==> config.mk <==
export PLATFORM = sky130hd
export DESIGN_NAME = fct_front
export DESIGN_NICKNAME = d
export VERILOG_FILES = /design/src/rtl/core/fct_pkg.sv /design/src/rtl/core/fct_front.sv
export SDC_FILE = /design/constraint.sdc
export NUM_CORES = 1
export LEC_CHECK = 0
export ABC_AREA = 1
export BUFFER_PORTS_ARGS = -buffer_cell sky130_fd_sc_hd__buf_4
export CAP_MARGIN = 20
export CELL_PAD_IN_SITES_DETAIL_PLACEMENT = 1
export CELL_PAD_IN_SITES_GLOBAL_PLACEMENT = 1
export CORE_MARGIN = 5
export CORE_UTILIZATION = 40
export DETAILED_ROUTE_END_ITERATION = 6
export HOLD_SLACK_MARGIN = 0.1
export PLACE_DENSITY_LB_ADDON = 0.1
export SLEW_MARGIN = 20
export SYNTH_ARGS = -nofsm -noshare
export SYNTH_HDL_FRONTEND = slang
export SYNTH_SLANG_ARGS = --single-unit
==> constraint.sdc <==
create_clock -name i_clk -period 10.2 [get_ports i_clk]
set_clock_uncertainty 0.05 [all_clocks]
set_input_delay 1.53 -clock i_clk [delete_from_list [all_inputs] [get_ports i_clk]]
set_output_delay 1.53 -clock i_clk [all_outputs]
set_load 0.03 [all_outputs]
==> src/rtl/core/fct_pkg.sv <==
// Package for the flow counter table: status codes and shared types.
package fct_pkg;

    localparam int KEY_W   = 104;
    localparam int LEN_W   = 16;
    localparam int TS_W    = 64;
    localparam int CNT_W   = 48;
    localparam int SLOT_W  = 8;
    localparam int STAT_W  = 2;

    typedef enum logic [1:0] {
        ST_IGNORED = 2'd0,
        ST_UPDATED = 2'd1,
        ST_INSERTED = 2'd2,
        ST_DROPPED = 2'd3
    } t_status;

    // entry of the queue between front and back
    typedef struct packed {
        logic             ipv4;
        logic [KEY_W-1:0] key;
        logic [LEN_W-1:0] len;
        logic [TS_W-1:0]  ts;
    } t_job;

    typedef enum logic [2:0] {
        S_IDLE,
        S_SCAN,
        S_RMW_RD,
        S_RMW_WR,
        S_OUT
    } t_state;

endpackage

==> src/rtl/core/fct_front.sv <==
// Front part: accepts packet transfers and queues them with their IPv4 flag.
module fct_front
    import fct_pkg::*;
(
    input  logic        i_clk,
    input  logic        i_rst_n,
    input  logic        i_valid,
    output logic        o_ready,
    input  logic        i_ipv4,
    input  logic [KEY_W-1:0] i_key,
    input  logic [LEN_W-1:0] i_len,
    input  logic [TS_W-1:0]  i_ts,
    output logic        o_valid,
    input  logic        i_ready,
    output t_job        o_job
);
    // two-entry queue
    t_job       r_q [2];
    logic       r_wp, r_rp;
    logic [1:0] r_cnt;
    logic       wr, rd;

    assign o_ready = (r_cnt != 2'd2);
    assign o_valid = (r_cnt != 2'd0);
    assign o_job   = r_q[r_rp];
    assign wr = i_valid && o_ready;
    assign rd = o_valid && i_ready;

    always_ff @(posedge i_clk) begin
        if (wr) begin
            r_q[r_wp].ipv4 <= i_ipv4;
            r_q[r_wp].key  <= i_key;
            r_q[r_wp].len  <= i_len;
            r_q[r_wp].ts   <= i_ts;
        end
        if (!i_rst_n) begin
            r_wp  <= 1'b0;
            r_rp  <= 1'b0;
            r_cnt <= 2'd0;
        end else begin
            if (wr) r_wp <= ~r_wp;
            if (rd) r_rp <= ~r_rp;
            r_cnt <= r_cnt + {1'b0, wr} - {1'b0, rd};
        end
    end

`ifndef SYNTHESIS
    a_cnt_max: assert property (@(posedge i_clk) disable iff (!i_rst_n)
        r_cnt != 2'd3) else $error("queue count out of range");
    a_ptr: assert property (@(posedge i_clk) disable iff (!i_rst_n)
        (r_cnt == 2'd0 || r_cnt == 2'd2) |-> r_wp == r_rp)
        else $error("queue pointers disagree with count");
    a_full_hold: assert property (@(posedge i_clk) disable iff (!i_rst_n)
        (r_cnt == 2'd2 && !rd) |=> r_cnt == 2'd2)
        else $error("full queue lost an entry");
`endif

endmodule

; Word-level counts from Yosys, hierarchy flattened
; Memories as Yosys holds them, arrays and structs flattened. A register that Yosys moved wholly into a read port is not among the register bits.
; Index checks and enable logic that the tools add are counted.
[word_totals]
mem_bits_rw = 370
inputBits = 189
output_inout_bits = 187
memories = 1
ff_bits = 4
[op_classes]
eq_ne = 1
muxes = 4
reduce_logical = 3
bitwise_logic = 2
addsub = 2
[mem_list]
columns = name, words, word_bits, read_ports, rd_ports_with_merged_regs, wr, line_no
row1 = r_q, 2, 185, 1, 1, 1, fct_front.sv:18  ; t_job r_q [2];
[op_table]
columns = cell, count
row1 = 1-bit two-way mux, 4
row2 = 2-bit by 1-bit adder with 2-bit output, 1
row3 = 1-bit logical AND, 2
row4 = 2-bit inequality test (second input constant), 1
row5 = 1-bit inverter, 2
row6 = 2-bit nonzero test, 1
row7 = 2-bit by 1-bit subtractor with 2-bit output, 1

; Logic depth before layout (Yosys ltp)
; Gate-level depths: netlist (run 1).
[logic_depth]
depth_word = 4
ltp_mapped = 11

; Least setup slack after synthesis (run 1)
; OpenSTA, ideal clock, no wires.
[synth_path]
kind = input-to-reg
startpoint = in i_valid
endpoint = mem r_q[0][0] in the netlist's numbering (enable)
setup_time_ps = 733
cell_stages = 2
arrival_time_ps = 9284
path_slack_ps = 133
t_required_ps = 9417
cell_sequence = nand2_1 nor2_1
[synth_between]
elab_chain_len = 3
[synth_rtl]
columns = element, line_no
row1 = start: declaration, fct_front.sv:7  ; input logic i_valid,
row2 = 1-bit logical AND, fct_front.sv:26  ; assign wr = i_valid && o_ready;
row3 = 1-bit two-way mux, fct_front.sv:30  ; if (wr) begin
row4 = 1-bit two-way mux (implied by the code), fct_front.sv:34  ; r_q[r_wp].ts <= i_ts;
row5 = end: declaration, fct_front.sv:18
; Every way passes these cells.

==> results.toml, run 1 <==
[synth]
ys_warn_count = 0
synth_area_um2 = 14200
synth-xor-area-share_pct = 0
synth_area_per_cell_um2 = 23.2
synth-compound-area-share_pct = 0.0704
synth_seq_cells = 375
synth_cell_types = 12
syn_nets = 803
synth_top_family_by_area = "multiplexers"
yosysTopAreaCell = "edfxtp_1"
yosysSeqAreaShare_pct = 78.9
synth-adder-area-share_pct = 0.176
synthTopCellsByArea = "edfxtp_1 78%, mux2_4 16%, mux2_2 2.8%"
synth-simple-area-share_pct = 0.555
syn_inst = 612
muxShareOfSynthArea_pct = 18.6
synth.top_cell.area_share_pct = 78.2

[route]
wl_met1_um = 11900
wl_met3_um = 2570
dr.pass1.iters = 4
drtIter0Drc = 207
top_layer_used = "met4"
wirelength_um = 31500
wire_per_inst_um = 20.9
ant_nets = 0
vias = 6942
dr_wl_met2_um = 16400
via_per_inst = 4.61
drc = 0

[placement]
gp_congestion = 0.720
port_buffers = 375
place_hpwl_um = 21400

[worst_setup_path]
cp-end-kind = "output pin"
crit_arrival_ns = 2.77
max_stage_delay_ns = 0.85
critPathTopFamily = "flip-flops"
crit_chain = "buf_12 > mux2_2 > buf_4"
start_kind = "flip-flop"
regToRegSetupSlack_ns = 7.38
path_class = "reg2out"
r2r-start = "r_cnt[0]"
crit_slowest_cell = "dfxtp_4"
crit_path_max_fanout = 97
required_ns = 8.62
r2r_cells = 6
r2r-end = "r_q[0][129]"
path_buf_inv = 2

[hold_path]
worstHoldPathCells = 2
hold_start = "r_rp"
hp-class = "reg2reg"
hold_end = "r_rp"

[floorplan]
die_height_um = 199
pin_count = 376
core_area_um2 = 35300
dieArea_um2 = 39400
fp-row-count = 69
die_w_um = 199
initial_core_util_pct = 40.3

[clock_network]
cts_setup_buffers = 0
clockBufferDepth = 3
cts_buffers = 41
cts_tree = "built"
cts.sinks = 375
clkTransAtPathRegs_ns = 0.06
ctsResizeCount = 0
h-tree-depth = 2
postCtsHoldBufs = 0
cts-root-buf = "clkbuf_16"
clkLatencyLatePin_ns = 0.52

[timing]
slew_headroom_pct = 35.8
finalHoldViolations = 0
period_share_pct = 42.6
tightest_slew_ns = 0.963
max_freq_ghz = 0.230
timing.final.max_slew_violations = 0
final-setup-viol-count = 0
rsz0062_at_grt = "no"
final.setup.tns_ns = 0
period_minus_slack_ns = 4.35

[finish]
drive_gt1_share_pct = 59.5
fin_util_pct = 53.0
final_net_count = 1207
syn_to_final_growth_pct = 31.7
regArea_um2 = 11200
fillers = 3269
multiInputGateArea_um2 = 2770

[global_routing]
grt_pass1_wl_um = 45500
grtUsageTotal_pct = 15.2
grt_pass1_vias = 7499
antenna_found_initial = 1
overflow = 0
grt_max_degree = 98

[power]
p_per_area_nw_per_um2 = 265
ir_drop_mv = 0.159
power_leakage_uw = 0.00725

[status]
outcome = "complete, no violations"

[flow_run]
maxCapViolCount = 0
-- registers in the layout (all words and copies together), names as in the netlist, named ones only --
register,flops
r_rp,1
r_cnt,2
r_wp,1
r_q,370
-- through the flow --
stage               hold slack (ns)  instance area [um^2]  cells  worst slack, ns  power (uW)
global route                  0.501                 18700   1505             5.70        5180
CTS                           0.475                 18700   1504             5.76        5040
detailed placement            0.462                 17500   1434             6.28        3650
floorplan                     0.417                 14200    612            0.133        3160
global placement              0.436                 17500   1434             6.28        3630
finish                        0.468                 18700   1505             5.85        4960
-- metal layers --
layer,GRT usage (%),vias to the layer above
met5,0,-
met4,4.10,0
met3,5.45,34
met2,26.6,226
met1,17.9,3456
li1,-,3226
-- power breakdown --
part	switching, uW	internal, uW
clock	558	817
sequential	73.3	1950
combinational	893	664
-- Yosys cell counts --
cell / n
mux2_2: 35
nor2_1: 8
inv_1: 7
buf_6: 18
ha_1: 2
dfxtp_1: 5
a21oi_1: 2
buf_2: 3
mux2_4: 150
nand2_1: 9
nand3_1: 3
edfxtp_1: 370
-- layout by cell type (no fill, tap or decap), types with 6 or more instances in the layout --
cell type and n:
mux2_4 150, inv_1 6, nand2_1 9, mux2_2 35, clkbuf_1 11, clkinv_1 8
edfxtp_1 370, buf_4 381, clkbuf_16 43, nor2_1 7
-- worst max path at each step --
stage                  endpoint  slack, ns  cells after the start
global route          o_job[14]       5.70                      3
detailed placement  r_q[0][131]       6.28                      5
CTS                   o_job[20]       5.76                      3
global placement    r_q[0][126]       6.28                      5
floorplan             r_q[0][0]       0.13                      2
finish               o_job[184]       5.85                      3
-- cells by family (layout without fill, tap and decap cells) --
family,count (synthesis),count (layout)
other,0,1
adders and majority gates,2,2
buffers and inverters,28,459
muxes,185,185
DFF,375,375
AOI/OAI and AO/OA,2,2
and+or+nand+nor,20,20
-- cell type report --
class,instances,area share [%]
well taps,461,3.08
clock inverters,16,0.682
flip-flops and latches,375,59.9
diodes,1,0.0134
inverters,7,0.167
clock buffers,54,5.97
repair buffers,382,15.4
multi-input cells,209,14.8
-- tightest hold or removal path: stages (launching register included) --
cell,delay [ns]
dfxtp_1,0.32
nor2_1,0.06
nor2_1,0.10
No activity file was read; power rests on OpenSTA's default activity.
==> run 2: changes to the inputs <==
Settings changed: ABC_AREA 1 to 0.
Clock period 10.2 ns to 3.65 ns, I/O delays scaled along.
==> results.toml, run 2 <==
[floorplan]
core_area_um2 = 35300
die_w_um = 198
initial_core_util_pct = 40.2
fp-row-count = 69
die_height_um = 198
dieArea_um2 = 39400
pin_count = 376

[clock_network]
cts_tree = "built"
clkLatencyLatePin_ns = 0.53
clkTransAtPathRegs_ns = 0.06
clockBufferDepth = 3
cts-root-buf = "clkbuf_16"
cts_setup_buffers = 0
cts_buffers = 41
cts.sinks = 375
postCtsHoldBufs = 0
ctsResizeCount = 0
h-tree-depth = 2

[flow_run]
maxCapViolCount = 0

[power]
p_per_area_nw_per_um2 = 742
finalPower_uw = 14100
power_leakage_uw = 0.00732
ir_drop_mv = 0.529

[worst_setup_path]
required_ns = 3.05
path_buf_inv = 2
cp-end-kind = "output pin"
start_kind = "flip-flop"
path_common_cell = "buf_4"
critPathTopFamily = "flip-flops"
path_class = "reg2out"
crit_path_max_fanout = 34
max_stage_delay_ns = 0.77
crit_chain = "buf_4 > mux2_2 > buf_4"
crit_slowest_cell = "dfxtp_4"
crit_arrival_ns = 2.30

[finish]
syn_to_final_growth_pct = 33.5
regMostFlops = "r_q"
drive_gt1_share_pct = 61.5
final_common_cell = "buf_4"
final_net_count = 1207
largest_reg_flops = 370
mostFrequentLayoutCells = "382 x buf_4, 370 x edfxtp_1, 150 x mux2_4"
largestRegisters = "r_q x370, r_cnt x2"
fillers = 3236

[route]
wire_per_inst_um = 21.4
drc = 0
ant_nets = 0
wirelength_um = 32200
via_per_inst = 4.63
dr.pass1.iters = 4
drtIter0Drc = 240
vias = 6980

[placement]
gp_congestion = 0.732
place_hpwl_um = 22600
port_buffers = 375

[synth]
syn_nets = 791
async_flop_share_pct = 0
syn_inst = 600
synth-adder-area-share_pct = 0.176
synth_cell_types = 18
synth_top_family_by_area = "multiplexers"
synth-simple-area-share_pct = 0.431
synth_seq_cells = 375
yosysTopAreaCell = "edfxtp_1"
synth_area_per_cell_um2 = 23.7
synthFlopType = "edfxtp_1"
synth-xor-area-share_pct = 0.185
yosysMostFrequentCell = "edfxtp_1"
muxShareOfSynthArea_pct = 18.7
synth_edf_count = 370
synthTopCellsByArea = "edfxtp_1 78%, mux2_4 16%, mux2_2 2.8%"
synth.top_cell.area_share_pct = 78.2
synth_common_cells = "370 x edfxtp_1, 150 x mux2_4, 35 x mux2_2"
synth_area_um2 = 14200
synth-compound-area-share_pct = 0.0528
ys_warn_count = 0
yosysSeqAreaShare_pct = 78.9

[timing]
slew_headroom_pct = 38.8
period_minus_slack_ns = 2.90
tightest_slew_ns = 0.916
period_share_pct = 79.4
holdWs_ns = 0.143
max_freq_ghz = 0.345
timing.final.max_slew_violations = 0
rsz0062_at_grt = "no"
finalHoldViolations = 0
final-setup-viol-count = 0

[global_routing]
grt_pass1_vias = 7825
overflow = 0
grtUsageTotal_pct = 15.6
met1_usage_pct = 18.0
antenna_found_initial = 2
grt_util_met3_pct = 5.84
grt_max_degree = 49
met2_usage_pct = 26.7
grt_busiest_layer = "met2"
grt_pass1_wl_um = 46400

[hold_path]
hp-class = "in2reg"

[status]
outcome = "complete, no violations"
-- run 2: cell count changes after synthesis, moves of 3 or more --
cell     previous run  this run
nor2_1              8         1
inv_1               7         1
xnor2_1             0         3
nand3_1             3         0
nand2_1             9         2
-- run 2: final timing paths --
| path | slack, ns | cells after the start | start | end |
|---|---|---|---|---|
| setup / recovery | 0.75 | 3 | flip-flop | o_job[0] |
| hold / removal | 0.14 | 1 | i_key[77] | r_q[0][157] |
| setup reg to reg | 1.66 | 3 | r_cnt[0] | r_q[1][40] |
| hold reg to reg | 0.48 | 2 | r_wp | r_wp |
-- run 2: logic make-up after synthesis --
group | Yosys count
fa+ha+maj | 2
xor+xnor | 3
flops | 375
mux | 186
buf+inv | 22
simple gates | 11
compound gates | 1
-- run 2: metal layers --
metal,wire [um],part of all wire (%)
met3,2780,8.6
met1,12200,38
met4,814,2.5
met5,0,0
met2,16400,51
-- run 2: power breakdown --
part | leakage [uW] | internal, uW | switching, uW
Sequential | 0.00350 | 5410 | 203
Clock | 0.000614 | 2280 | 1570
Combinational | 0.00321 | 2020 | 2580
Total | 0.00732 | 9710 | 4350
-- run 2: cell type report --
class / instances / area [um^2] / share of cell area, %
Antenna cell: 2 / 5.00 / 0.0264
Clock buffer: 53 / 1110 / 5.87
Tap cell: 461 / 577 / 3.04
Sequential cell: 375 / 11200 / 59.1
Clock inverter: 17 / 135 / 0.713
Multi-Input combinational cell: 203 / 2800 / 14.8
Inverter: 1 / 3.75 / 0.0198
Timing Repair Buffer: 394 / 3110 / 16.4
-- run 2: metrics by stage --
| stage | cell area (um^2) | util (%) | setup slack [ns] | TNS, ns | cells |
|---|---|---|---|---|---|
| after floorplan | 14200 | - | -0.156 | -28.83 | 600 |
| after CTS | 19000 | 53.7 | 0.668 | 0 | 1504 |
| after global routing | 19000 | 53.7 | 0.626 | 0 | 1506 |
| final | 19000 | 53.7 | 0.751 | 0 | 1506 |
| after detailed placement | 17700 | 50.2 | 1.25 | 0 | 1434 |
| after global placement | 17700 | 50.2 | 1.25 | 0 | 1434 |
